==> src/design/crb_pkg.sv <==
// Shared constants, types and helper functions for the contrast blit block.
// Used by the interfaces, the raster, color and address units and the top level.
`timescale 1ns / 1ps
`default_nettype none

package crb_pkg;

  // Largest frame side in pixels; the raster counters are sized from it.
  localparam int MAX_SIDE = 4096;
  localparam int SIDE_W   = $clog2(MAX_SIDE);

  // Field widths of the channels and registers.
  localparam int PIX_W      = 32;
  localparam int OFFSET_W   = 32;
  localparam int PCT_W      = 9;
  localparam int SIZE_W     = 13;
  localparam int PITCH_W    = 16;
  localparam int OFFS_W     = 12;
  localparam int CFG_IDX_W  = 3;
  localparam int CFG_DATA_W = 16;

  // Contrast gain limits in percent.
  localparam logic [PCT_W-1:0] PCT_MIN = PCT_W'(20);
  localparam logic [PCT_W-1:0] PCT_MAX = PCT_W'(300);

  // Division by 100 as a multiply by ceil(2^19 / 100) and a shift.
  // Exact for every magnitude up to 128 * 300.
  localparam int RECIP_W     = 13;
  localparam int RECIP_SHIFT = 19;
  localparam logic [RECIP_W-1:0] RECIP_100 = RECIP_W'(5243);

  // Channel constants.
  localparam logic [7:0] MID_GREY = 8'd128;
  localparam logic [7:0] CHAN_MAX = 8'd255;

  // Register reset values.
  localparam logic [PCT_W-1:0]   PCT_RESET    = PCT_W'(100);
  localparam logic [SIZE_W-1:0]  WIDTH_RESET  = SIZE_W'(720);
  localparam logic [SIZE_W-1:0]  HEIGHT_RESET = SIZE_W'(1280);
  localparam logic [PITCH_W-1:0] PITCH_RESET  = PITCH_W'(2880);

  // Configuration register indexes.
  typedef enum logic [CFG_IDX_W-1:0] {
    REG_CONTRAST_PCT = 3'd0,
    REG_DEPTH_IS_16  = 3'd1,
    REG_FRAME_WIDTH  = 3'd2,
    REG_FRAME_HEIGHT = 3'd3,
    REG_ROW_PITCH    = 3'd4,
    REG_COL_OFFSET   = 3'd5,
    REG_ROW_OFFSET   = 3'd6
  } cfg_reg_t;

  // Position of one pixel in the frame and whether it closes a row or the frame.
  typedef struct packed {
    logic [SIDE_W-1:0] col;
    logic [SIDE_W-1:0] row;
    logic              last_col;
    logic              last_row;
  } raster_pos_t;

  // Clamp the contrast gain to its legal range.
  function automatic logic [PCT_W-1:0] pct_limit(input logic [PCT_W-1:0] pct);
    logic [PCT_W-1:0] r;
    if (pct < PCT_MIN) begin
      r = PCT_MIN;
    end else if (pct > PCT_MAX) begin
      r = PCT_MAX;
    end else begin
      r = pct;
    end
    return r;
  endfunction

  // Index of the last pixel along one side, with the side held to 1..MAX_SIDE.
  function automatic logic [SIDE_W-1:0] side_last(input logic [SIZE_W-1:0] v);
    logic [SIZE_W:0] lim;
    if (v == '0) begin
      lim = (SIZE_W+1)'(1);
    end else if ({1'b0, v} > (SIZE_W+1)'(MAX_SIDE)) begin
      lim = (SIZE_W+1)'(MAX_SIDE);
    end else begin
      lim = {1'b0, v};
    end
    return SIDE_W'(lim - 1'b1);
  endfunction

endpackage

`default_nettype wire

==> src/design/crb_ifs.sv <==
// Valid/ready stream interfaces for source pixels and destination writes.
// Depends on crb_pkg for the payload widths.
`timescale 1ns / 1ps
`default_nettype none

interface crb_in_if;
  logic                      valid;
  logic                      ready;
  logic [crb_pkg::PIX_W-1:0] src_pixel;

  modport source (output valid, output src_pixel, input ready);
  modport sink   (input valid, input src_pixel, output ready);
endinterface

interface crb_out_if;
  logic                         valid;
  logic                         ready;
  logic [crb_pkg::OFFSET_W-1:0] dest_offset;
  logic [crb_pkg::PIX_W-1:0]    dest_data;
  logic                         is_halfword;
  logic                         frame_end;

  modport source (output valid, output dest_offset, output dest_data,
                  output is_halfword, output frame_end, input ready);
  modport sink   (input valid, input dest_offset, input dest_data,
                  input is_halfword, input frame_end, output ready);
endinterface

`default_nettype wire

==> src/design/crb_raster.sv <==
// Column and row counters that track the position of the next source pixel.
// Depends on crb_pkg for the counter width and the position struct.
`timescale 1ns / 1ps
`default_nettype none

module crb_raster (
  input  logic                         clk,
  input  logic                         rst,
  input  logic                         step,
  input  logic [crb_pkg::SIZE_W-1:0]   frame_width,
  input  logic [crb_pkg::SIZE_W-1:0]   frame_height,
  output crb_pkg::raster_pos_t         pos
);
  import crb_pkg::*;

  logic [SIDE_W-1:0] col_count;
  logic [SIDE_W-1:0] row_count;
  logic [SIDE_W-1:0] col_count_next;
  logic [SIDE_W-1:0] row_count_next;

  // A counter at or past the last index of a shrunken frame counts as last.
  assign pos.col      = col_count;
  assign pos.row      = row_count;
  assign pos.last_col = (col_count >= side_last(frame_width));
  assign pos.last_row = (row_count >= side_last(frame_height));

  // Advance one pixel per accepted item, wrapping at row and frame end.
  always_comb begin
    col_count_next = col_count;
    row_count_next = row_count;
    if (step) begin
      if (pos.last_col) begin
        col_count_next = '0;
        row_count_next = pos.last_row ? '0 : row_count + 1'b1;
      end else begin
        col_count_next = col_count + 1'b1;
      end
    end
  end

  always_ff @(posedge clk) begin
    if (rst) begin
      col_count <= '0;
      row_count <= '0;
    end else begin
      col_count <= col_count_next;
      row_count <= row_count_next;
    end
  end

endmodule

`default_nettype wire

==> src/design/crb_color.sv <==
// Two-stage contrast stretch of R, G and B and packing to ARGB or RGB565.
// Depends on crb_pkg for the gain width, reciprocal and channel constants.
`timescale 1ns / 1ps
`default_nettype none

module crb_color (
  input  logic                        clk,
  input  logic                        en,
  input  logic [crb_pkg::PIX_W-1:0]   pixel,
  input  logic [crb_pkg::PCT_W-1:0]   pct,
  input  logic                        depth_is_16,
  output logic [crb_pkg::PIX_W-1:0]   data,
  output logic                        halfword
);
  import crb_pkg::*;

  localparam int MAG_W  = 16;
  localparam int PROD_W = MAG_W + RECIP_W;
  localparam int QUO_W  = 10;

  // Stage one: magnitude of (c - 128) * pct and its sign, per channel.
  logic [2:0][MAG_W-1:0] mag1;
  logic [2:0]            neg1;
  logic [7:0]            alpha1;
  logic                  depth1;
  logic [2:0][MAG_W-1:0] mag_comb;
  logic [2:0]            neg_comb;
  logic [2:0][7:0]       chan_comb;

  always_comb begin
    logic [7:0]       c;
    logic [7:0]       delta;
    logic [MAG_W:0]   prod;
    for (int k = 0; k < 3; k++) begin
      c     = pixel[8*k +: 8];
      // Distance from mid grey; below mid grey the result is negative.
      delta = c[7] ? {1'b0, c[6:0]} : MID_GREY - c;
      prod  = delta * pct;
      mag_comb[k] = prod[MAG_W-1:0];
      neg_comb[k] = ~c[7];
    end
  end

  always_ff @(posedge clk) begin
    if (en) begin
      mag1   <= mag_comb;
      neg1   <= neg_comb;
      alpha1 <= pixel[PIX_W-1 -: 8];
      depth1 <= depth_is_16;
    end
  end

  // Stage two: divide by 100 with truncation toward zero, re-center and clamp.
  always_comb begin
    logic [PROD_W-1:0] scaled;
    logic [QUO_W-1:0]  quo;
    for (int k = 0; k < 3; k++) begin
      scaled = PROD_W'(mag1[k]) * PROD_W'(RECIP_100);
      quo    = scaled[RECIP_SHIFT +: QUO_W];
      if (quo >= QUO_W'(MID_GREY)) begin
        chan_comb[k] = neg1[k] ? 8'd0 : CHAN_MAX;
      end else if (neg1[k]) begin
        chan_comb[k] = MID_GREY - quo[7:0];
      end else begin
        chan_comb[k] = MID_GREY + quo[7:0];
      end
    end
  end

  // Pack the result; channel 2 is red, 1 green, 0 blue.
  always_ff @(posedge clk) begin
    if (en) begin
      if (depth1) begin
        data <= {16'd0, chan_comb[2][7:3], chan_comb[1][7:2], chan_comb[0][7:3]};
      end else begin
        data <= {alpha1, chan_comb[2], chan_comb[1], chan_comb[0]};
      end
      halfword <= depth1;
    end
  end

endmodule

`default_nettype wire

==> src/design/crb_addr.sv <==
// Two-stage destination byte offset: (row + row_offset) * pitch + (col + col_offset) * bpp.
// Depends on crb_pkg for the position struct and register widths.
`timescale 1ns / 1ps
`default_nettype none

module crb_addr (
  input  logic                          clk,
  input  logic                          en,
  input  crb_pkg::raster_pos_t          pos,
  input  logic                          depth_is_16,
  input  logic [crb_pkg::PITCH_W-1:0]   row_pitch_bytes,
  input  logic [crb_pkg::OFFS_W-1:0]    col_offset,
  input  logic [crb_pkg::OFFS_W-1:0]    row_offset,
  output logic [crb_pkg::OFFSET_W-1:0]  offset,
  output logic                          frame_end
);
  import crb_pkg::*;

  localparam int SUM_W  = ((SIDE_W > OFFS_W) ? SIDE_W : OFFS_W) + 1;
  localparam int ROWB_W = SUM_W + PITCH_W;
  localparam int COLB_W = SUM_W + 2;

  logic [SUM_W-1:0]  row_sum;
  logic [SUM_W-1:0]  col_sum;
  logic [ROWB_W-1:0] row_bytes1;
  logic [COLB_W-1:0] col_bytes1;
  logic              frame_end1;

  assign row_sum = SUM_W'(pos.row) + SUM_W'(row_offset);
  assign col_sum = SUM_W'(pos.col) + SUM_W'(col_offset);

  // Stage one: the row product, and the column scaled by 2 or 4 bytes.
  always_ff @(posedge clk) begin
    if (en) begin
      row_bytes1 <= ROWB_W'(row_sum) * ROWB_W'(row_pitch_bytes);
      col_bytes1 <= depth_is_16 ? {1'b0, col_sum, 1'b0} : {col_sum, 2'b00};
      frame_end1 <= pos.last_col & pos.last_row;
    end
  end

  // Stage two: sum modulo 2^32.
  always_ff @(posedge clk) begin
    if (en) begin
      offset    <= OFFSET_W'(row_bytes1) + OFFSET_W'(col_bytes1);
      frame_end <= frame_end1;
    end
  end

endmodule

`default_nettype wire

==> src/design/contrast_rgb565_blit_top.sv <==
// Top level of the contrast stretch blit: configuration, pipeline control.
// Depends on crb_pkg, crb_ifs, crb_raster, crb_color and crb_addr.
//
//   Port       Role    Carries
//   src        sink    one ARGB source pixel per item, raster order
//   dst        source  byte offset, pixel data, write size, frame end mark
//   cfg_*      write   register index and data, taken when cfg_we is high
//
// One item per clock while the output is not stalled; a result is presented once it
// has passed the input register, the product register and the output register.
// The three stages advance together whenever the output register is empty or
// being taken, so src.ready follows dst.ready while a result waits.
// Synchronous reset clears the stage valid bits, the raster counters and the
// configuration registers to their defaults; there is no clearing pass.
`timescale 1ns / 1ps
`default_nettype none

module contrast_rgb565_blit_top (
  input  logic                            clk,
  input  logic                            rst,
  crb_in_if.sink                          src,
  crb_out_if.source                       dst,
  input  logic                            cfg_we,
  input  logic [crb_pkg::CFG_IDX_W-1:0]   cfg_index,
  input  logic [crb_pkg::CFG_DATA_W-1:0]  cfg_data
);
  import crb_pkg::*;

  // Configuration registers.
  logic [PCT_W-1:0]   contrast_pct;
  logic               depth_is_16;
  logic [SIZE_W-1:0]  frame_width;
  logic [SIZE_W-1:0]  frame_height;
  logic [PITCH_W-1:0] row_pitch_bytes;
  logic [OFFS_W-1:0]  col_offset;
  logic [OFFS_W-1:0]  row_offset;

  always_ff @(posedge clk) begin
    if (rst) begin
      contrast_pct    <= PCT_RESET;
      depth_is_16     <= 1'b0;
      frame_width     <= WIDTH_RESET;
      frame_height    <= HEIGHT_RESET;
      row_pitch_bytes <= PITCH_RESET;
      col_offset      <= '0;
      row_offset      <= '0;
    end else if (cfg_we) begin
      unique case (cfg_reg_t'(cfg_index))
        REG_CONTRAST_PCT: contrast_pct    <= cfg_data[PCT_W-1:0];
        REG_DEPTH_IS_16:  depth_is_16     <= cfg_data[0];
        REG_FRAME_WIDTH:  frame_width     <= cfg_data[SIZE_W-1:0];
        REG_FRAME_HEIGHT: frame_height    <= cfg_data[SIZE_W-1:0];
        REG_ROW_PITCH:    row_pitch_bytes <= cfg_data[PITCH_W-1:0];
        REG_COL_OFFSET:   col_offset      <= cfg_data[OFFS_W-1:0];
        REG_ROW_OFFSET:   row_offset      <= cfg_data[OFFS_W-1:0];
        default: ;
      endcase
    end
  end

  // Pipeline control: all stages move together when the output can accept.
  logic        advance;
  logic        accept;
  logic [2:0]  stage_valid;

  assign advance   = ~stage_valid[2] | dst.ready;
  assign accept    = src.valid & advance;
  assign src.ready = advance;
  assign dst.valid = stage_valid[2];

  always_ff @(posedge clk) begin
    if (rst) begin
      stage_valid <= '0;
    end else if (advance) begin
      stage_valid <= {stage_valid[1:0], src.valid};
    end
  end

  // Raster position of the next item.
  raster_pos_t pos;

  crb_raster u_raster (
    .clk          (clk),
    .rst          (rst),
    .step         (accept),
    .frame_width  (frame_width),
    .frame_height (frame_height),
    .pos          (pos)
  );

  // Input register: pixel and its position.
  logic [PIX_W-1:0] pixel0;
  raster_pos_t      pos0;

  always_ff @(posedge clk) begin
    if (advance) begin
      pixel0 <= src.src_pixel;
      pos0   <= pos;
    end
  end

  // Color and address paths.
  logic [PCT_W-1:0] pct_eff;

  assign pct_eff = pct_limit(contrast_pct);

  crb_color u_color (
    .clk         (clk),
    .en          (advance),
    .pixel       (pixel0),
    .pct         (pct_eff),
    .depth_is_16 (depth_is_16),
    .data        (dst.dest_data),
    .halfword    (dst.is_halfword)
  );

  crb_addr u_addr (
    .clk             (clk),
    .en              (advance),
    .pos             (pos0),
    .depth_is_16     (depth_is_16),
    .row_pitch_bytes (row_pitch_bytes),
    .col_offset      (col_offset),
    .row_offset      (row_offset),
    .offset          (dst.dest_offset),
    .frame_end       (dst.frame_end)
  );

`ifndef SYNTHESIS
  // The last pixel of a frame sends both counters back to the origin.
  a_frame_wrap: assert property (@(posedge clk) disable iff (rst)
    (accept && pos.last_col && pos.last_row) |=> (pos.col == '0 && pos.row == '0))
    else $error("raster counters did not wrap at frame end");

  // Within a row, each item moves one column on and leaves the row alone.
  a_col_step: assert property (@(posedge clk) disable iff (rst)
    (accept && !pos.last_col) |=>
      (pos.col == $past(pos.col) + 1'b1 && $stable(pos.row)))
    else $error("column counter did not step by one");

  // A packed RGB565 result leaves the upper half of the data word clear.
  a_half_upper: assert property (@(posedge clk) disable iff (rst)
    (dst.valid && dst.is_halfword) |-> (dst.dest_data[PIX_W-1:PIX_W/2] == '0))
    else $error("upper half set on a halfword write");
`endif

endmodule

`default_nettype wire
==> src/flat_wrapper.sv <==
// flat-port wrapper written by rule: the top's interface ports become plain ports
module contrast_rgb565_blit_top_flat import crb_pkg::*;
  (clk, rst, cfg_we, cfg_index, cfg_data, src_valid, src_src_pixel, src_ready, dst_valid, dst_dest_offset, dst_dest_data, dst_is_halfword, dst_frame_end, dst_ready);
  crb_in_if src_i ();
  crb_out_if dst_i ();
  input  logic clk;
  input  logic rst;
  input  logic cfg_we;
  input  logic [crb_pkg::CFG_IDX_W-1:0] cfg_index;
  input  logic [crb_pkg::CFG_DATA_W-1:0] cfg_data;
  input wire logic [$bits(src_i.valid)-1:0] src_valid;
  input wire logic [$bits(src_i.src_pixel)-1:0] src_src_pixel;
  output wire logic [$bits(src_i.ready)-1:0] src_ready;
  output wire logic [$bits(dst_i.valid)-1:0] dst_valid;
  output wire logic [$bits(dst_i.dest_offset)-1:0] dst_dest_offset;
  output wire logic [$bits(dst_i.dest_data)-1:0] dst_dest_data;
  output wire logic [$bits(dst_i.is_halfword)-1:0] dst_is_halfword;
  output wire logic [$bits(dst_i.frame_end)-1:0] dst_frame_end;
  input wire logic [$bits(dst_i.ready)-1:0] dst_ready;
  assign src_i.valid = src_valid;
  assign src_i.src_pixel = src_src_pixel;
  assign src_ready = src_i.ready;
  assign dst_valid = dst_i.valid;
  assign dst_dest_offset = dst_i.dest_offset;
  assign dst_dest_data = dst_i.dest_data;
  assign dst_is_halfword = dst_i.is_halfword;
  assign dst_frame_end = dst_i.frame_end;
  assign dst_i.ready = dst_ready;
  contrast_rgb565_blit_top u_core (.clk(clk), .rst(rst), .src(src_i), .dst(dst_i), .cfg_we(cfg_we), .cfg_index(cfg_index), .cfg_data(cfg_data));
endmodule
==> config.mk <==
export PLATFORM = sky130hd
export DESIGN_NAME = contrast_rgb565_blit_top_flat
export DESIGN_NICKNAME = d
export VERILOG_FILES = /design/src/design/crb_pkg.sv /design/src/design/crb_ifs.sv /design/src/design/crb_raster.sv /design/src/design/crb_color.sv /design/src/design/crb_addr.sv /design/src/design/contrast_rgb565_blit_top.sv /design/src/flat_wrapper.sv
export SDC_FILE = /design/constraint.sdc
export NUM_CORES = 2
export LEC_CHECK = 0
export ABC_AREA = 1
export BUFFER_PORTS_ARGS = -buffer_cell sky130_fd_sc_hd__buf_2
export CAP_MARGIN = 20
export CORE_MARGIN = 8
export CORE_UTILIZATION = 55
export DETAILED_ROUTE_END_ITERATION = 10
export GPL_TIMING_DRIVEN = 0
export PLACE_DENSITY = 0.77
export SLEW_MARGIN = 20
export SYNTH_ARGS = -nofsm -noshare
export SYNTH_HDL_FRONTEND = slang
export SYNTH_HIERARCHICAL = 1
export SYNTH_SLANG_ARGS = --single-unit
==> constraint.sdc <==
create_clock -name clk -period 10.5 [get_ports clk]
set_clock_uncertainty 0.2 [all_clocks]
set_input_delay 1.575 -clock clk [delete_from_list [all_inputs] [get_ports clk]]
set_output_delay 1.575 -clock clk [all_outputs]
set_load 0.01 [all_outputs]
======== Word level (Yosys, flattened, before mapping) ========
Cells that the tools add are included.
cells by class
  add/subtract/negate cells ............... 16
  multipliers ............................. 7
  magnitude comparators ................... 9
  equal/unequal tests ..................... 6
  muxes and demuxes ....................... 22
  bitwise gates (word level) .............. 7
  reduce and logical (&&, ||, !) cells .... 11
operators by type and width
  cell                                                                                   number
  8-bit two-way mux                                                                      12
  16-bit by 13-bit multiplier with 29-bit output (second input constant)                 3
  12-bit two-way mux                                                                     6
  8-bit by 9-bit multiplier with 16-bit output                                           3
  8-bit subtractor (first input constant)                                                6
  29-bit by 15-bit adder with 30-bit output                                              1
  10-bit by 8-bit greater-or-equal comparator with 1-bit output (second input constant)  3
  13-bit by 16-bit multiplier with 29-bit output                                         1
  12-bit by 12-bit adder with 13-bit output                                              2
  13-bit > comparator (second input constant)                                            2
  13-bit logical NOT                                                                     2
  12-bit by 1-bit adder with 12-bit output (second input constant)                       2
  8-bit adder (first input constant)                                                     3
  12-bit greater-or-equal comparator                                                     2
  12-bit by 1-bit subtractor with 12-bit output (second input constant)                  2
  9-bit two-way mux                                                                      2
  16-bit two-way mux                                                                     1
  2-bit AND reduction                                                                    8
  14-bit two-way mux                                                                     1
  3-bit == test (second input constant)                                                  3
  9-bit > comparator (second input constant)                                             1
  9-bit by 5-bit < comparator with 1-bit output (second input constant)                  1
  3-bit by 2-bit == test with 1-bit output (second input constant)                       2
  1-bit NOT                                                                              4
  other kinds (4)                                                                        5
storage, ports and cells
  register bits ........................... 332
  input port bits ......................... 56
  output and inout bits ................... 68
  word-level logic and storage cells ...... 109

======== Longest topological paths before layout ========
  word-level depth ........................ 6
  gate-level depth with buffers ........... 32
  depth with buffers taken out ............ 32

======== Modules after synthesis ========
Netlist, hierarchy kept.
by module, submodules not included
  module                    times used  cells each  area an instance (sq um)  seq. area each (sq um)
  crb_color                 1           2978        23889.2                   2792.7
  crb_addr                  1           1731        12733.5                   2252.2
  contrast_rgb565_blit_top  1           482         4815.9                    3323.2
  crb_raster                1           414         2600.0                    480.5

======== Worst setup path before layout ========
OpenSTA, ideal clock, no wires.
  path type ............................... in2out
  start point ............................. input dst_ready
  end point ............................... output src_ready
  arrival time ............................ 6085 ps
  required time ........................... 8725 ps
  setup slack ............................. 2640 ps
  stages .................................. 2
  buffers on the path ..................... 0
  path through ............................ nor2_1 -> inv_1
between the ends
  word-level cells in the longest chain between the ends .. 1
ends and longest elaborated chain
  item              line                            RTL
  start, declared   flat_wrapper.sv:19              input wire logic [$bits(dst_i.ready)-1:0] dst_ready;
  1-bit bitwise OR  contrast_rgb565_blit_top.sv:66  assign advance = ~stage_valid[2] | dst.ready;
  end, declared     flat_wrapper.sv:13              output wire logic [$bits(src_i.ready)-1:0] src_ready;
Every way passes these cells.

======== Final worst setup path ========
  start point ............................. register u_core.row_offset[0]
  end point ............................... register u_core.u_addr.row_bytes1[21], data pin
between the ends
  word-level cells in the longest chain between the ends .. 2
ends and longest elaborated chain
  item                                            line                            RTL
  start, declared                                 contrast_rgb565_blit_top.sv:36  logic [OFFS_W-1:0] row_offset;
  start signal, assigned                          contrast_rgb565_blit_top.sv:55  REG_ROW_OFFSET: row_offset <= cfg_data[OFFS_W-1:0];
  12-bit by 12-bit adder with 13-bit output       crb_addr.sv:29                  assign row_sum = SUM_W'(pos.row) + SUM_W'(row_offset);
  13-bit by 16-bit multiplier with 29-bit output  crb_addr.sv:35                  row_bytes1 <= ROWB_W'(row_sum) * ROWB_W'(row_pitch_bytes);
  end signal, assigned                            crb_addr.sv:35
  end, declared                                   crb_addr.sv:25                  logic [ROWB_W-1:0] row_bytes1;
Every way passes these cells.
A chain may end at the register's enable or synchronous reset.

==> out/metrics.cfg <==
[yosys]
synth_edf_count = 226
synth_ff_type = edfxtp_1
ys_seq_area_share_pct = 20.1
yosys_warnings = 6
syn_area_um2 = 44000
ys_ff_latch = 329
synth_cell_types = 60
avgSynthCellArea_um2 = 7.86
ys_async_sr_fraction_pct = 0
synth_cells = 5605

[sta]
hold_viol = 0
clock.fmax_mhz = 145
finalCriticalPeriod_ns = 6.88
worstMarginPinSlew_ns = 0.911
hold_slack_ns = 0.217
rsz0062_at_grt = no
tns_ns = 0
drv_slew = 0
fin_crit_sh_pct = 65.6
finalSetupViolCount = 0
slew_headroom_pct = 39.1

[grt]
track_usage_pct = 23.3
grt_pass1_vias = 35800
antenna_found_initial = 2
grt_max_degree = 106
grt_first_pass_wirelength_um = 173000
grt-ovfl-total = 0

[min_path]
hold_class = reg2reg
hold_path_end = u_core/u_color/alpha1[4]
min_from = u_core/pixel0[28]
min_path_cells = 0

[setup_path]
start_kind = flip-flop
critPathCaptureType = flip-flop
r2r-end = u_core/u_addr/row_bytes1[21]
required_ns = 10.59
reg2reg_slack_ns = 3.62
cp.arrival_ns = 6.98
cp_max_fo = 10
r2r_cells = 22
regToRegStartpoint = u_core/row_offset[0]
crit_type = reg2reg

[clock_tree]
clock_path_buffers = 3
htreeDepth = 2
clock-root-buffer = clkbuf_16
clock_latency_ns = 0.57
cts_sinks = 329
clkSlewWorstSetupHoldPaths_ns = 0.06
cts_hold_buf = 0
cts_made_buffers = 39
post_cts_buffers = 0
cts_resized = 0
cts_tree = done

[final_layout]
drive_gt1_share_pct = 5.97
area_delta_synth_final_pct = 7.50
final_common_cell = nand2_1
final_cell_mix = nand2_1 (1375), inv_1 (1289), nor2_1 (563), ha_1 (563), fa_1 (505)
seq_area_um2 = 8850
multi_input_area_um2 = 29800
nets = 6894
nFillCells = 7075

[route]
drt_iter0_markers = 2344
vias = 35600
finalWirelength_um = 104000
ant_nets = 0
routedWlPerCell_um = 15.2
dr.pass1.iters = 6
route.detailed.drc = 0
vias_per_cell = 5.20

[floorplanning]
initial_core_util_pct = 55.7
core_um2 = 79100
die_w_um = 299
dieArea_um2 = 89400
die_h_um = 299
row_count = 103
ios = 124

[job]
cap_violations = 0

[place]
numPortBuffers = 121
place.gp.congestion = 0.953
hpwlAfterDp_um = 87200

[outcome]
status = completed

==> synth_stat cells (4+ instances only) <==
library cell  number  area, µm²
a21o_1            10       75.1
or2_1              4       25.0
xnor2_1           33        289
nand2_4            4       45.0
clkinv_1           4       15.0
nor2_1           563       2110
buf_6              4       45.0
ha_1             563       7040
o21bai_1          17        128
nand2_2           27        169
and2_1             5       31.3
clkbuf_1          50        188
xor2_1            78        683
o21ai_2            4       35.0
nand2_1         1375       5160
nand3b_1          18        135
nor2_4             4       45.0
nor3_1            23        115
a21oi_1          152        761
or2_2             16        100
o211ai_1           6       45.0
o21ai_1           48        240
fa_1             505      10100
nand4_1           37        231
buf_2             22        110
dfxtp_1          103       2060
o21ai_0           59        295
nor3_2             4       40.0
a31oi_1            4       25.0
edfxtp_1         226       6790
inv_1           1290       4840
nand3_2           26        260
nand3_1          247       1240
inv_2             16       60.1
nor2_2            14       87.6
buf_4              9       67.6
==> worst max-delay path by stage <==
stage | slack (ns) | start | to | depth (start not counted)
6_report | 3.62 | u_core/row_offset[0] | u_core/u_addr/row_bytes1[21] | 22
4_1_cts | 3.61 | u_core/pos0[2] | u_core/u_addr/row_bytes1[21] | 22
2_1_floorplan | 2.64 | dst_ready | src_ready | 2
3_3_place_gp | 0.04 | dst_ready | src_ready | 4
5_1_grt | 3.30 | u_core/pos0[2] | u_core/u_addr/row_bytes1[21] | 28
3_5_place_dp | 3.66 | u_core/pos0[2] | u_core/u_addr/row_bytes1[21] | 22
==> layer usage <==
layer / part of all wire, % / global-route usage, % / wire length (µm) / vias to the layer above
li1: - / - / - / 17400
met4: 2.5 / 6.15 / 2650 / 0
met5: 0 / 0 / 0 / -
met3: 6.2 / 2.58 / 6470 / 181
met1: 42 / 30.6 / 44200 / 16800
met2: 49 / 40.7 / 50700 / 1176
==> cell families (layout without fill, tap and decap cells) <==
family                     count (synthesis)  count (layout)  synth area share [%]
other                                      1               4               0.00852
muxes                                      1               1                0.0227
and+or+nand+nor                         2381            2381                  22.6
buffers and inverters                   1400            1594                  12.2
DFF                                      329             329                  20.1
AOI/OAI and AO/OA                        314             314                  3.92
xor gates and xnor gates                 111             111                  2.21
adders and majority gates               1068            1068                  39.0
==> critical path: stages, from the launching register on <==
cell and delay, ns:
dfxtp_1 0.38, ha_1 0.23, inv_1 0.07, fa_1 0.39
xnor2_1 0.58, clkbuf_1 0.54, nand2_1 0.15, fa_1 0.53
inv_1 0.05, fa_1 0.55, fa_1 0.45, fa_1 0.51
inv_1 0.06, fa_1 0.53, inv_1 0.04, ha_1 0.34
nand2_1 0.12, nor2_1 0.27, nand3_1 0.15, nand3b_1 0.18
nand2_1 0.10, nand3_1 0.08, nand2_1 0.09
==> registers in the layout, indices dropped and copies added (netlist names), 12 cells and up <==
name and flops:
u_core/u_color/mag1 48, u_core/u_color/data 32, u_core/frame_width 13, u_core/row_offset 12, u_core/u_addr/offset 30, u_core/u_raster/col_count 12, u_core/u_addr/row_bytes1 29, u_core/u_raster/row_count 12
u_core/pixel0 32, u_core/pos0 26, u_core/col_offset 12, u_core/row_pitch_bytes 16, u_core/frame_height 13, u_core/u_addr/col_bytes1 14
==> cell type report <==
class	count	area share, %
multi-input cells	3877	63.0
diodes	2	0.0106
clock inverters	23	0.550
well taps	1050	2.78
flip-flops and latches	329	18.7
inverters	1311	10.4
repair buffers	123	1.40
plain buffers	89	0.967
clock buffers	48	2.22
==> metrics by stage <==
stage	instance area [µm²]	instances	utilization, %	setup slack [ns]
after floorplan	44000	5606	-	2.64
after global placement	46000	6777	58.1	0.0420
after detailed placement	46000	6779	58.2	3.66
after CTS	47300	6850	59.8	3.61
after global routing	47300	6852	59.8	3.30
final	47300	6852	59.8	3.62
Power is left out: the tool's default activity adds up to more than one toggle a clock period on the data nets, which glitch-free logic cannot reach.
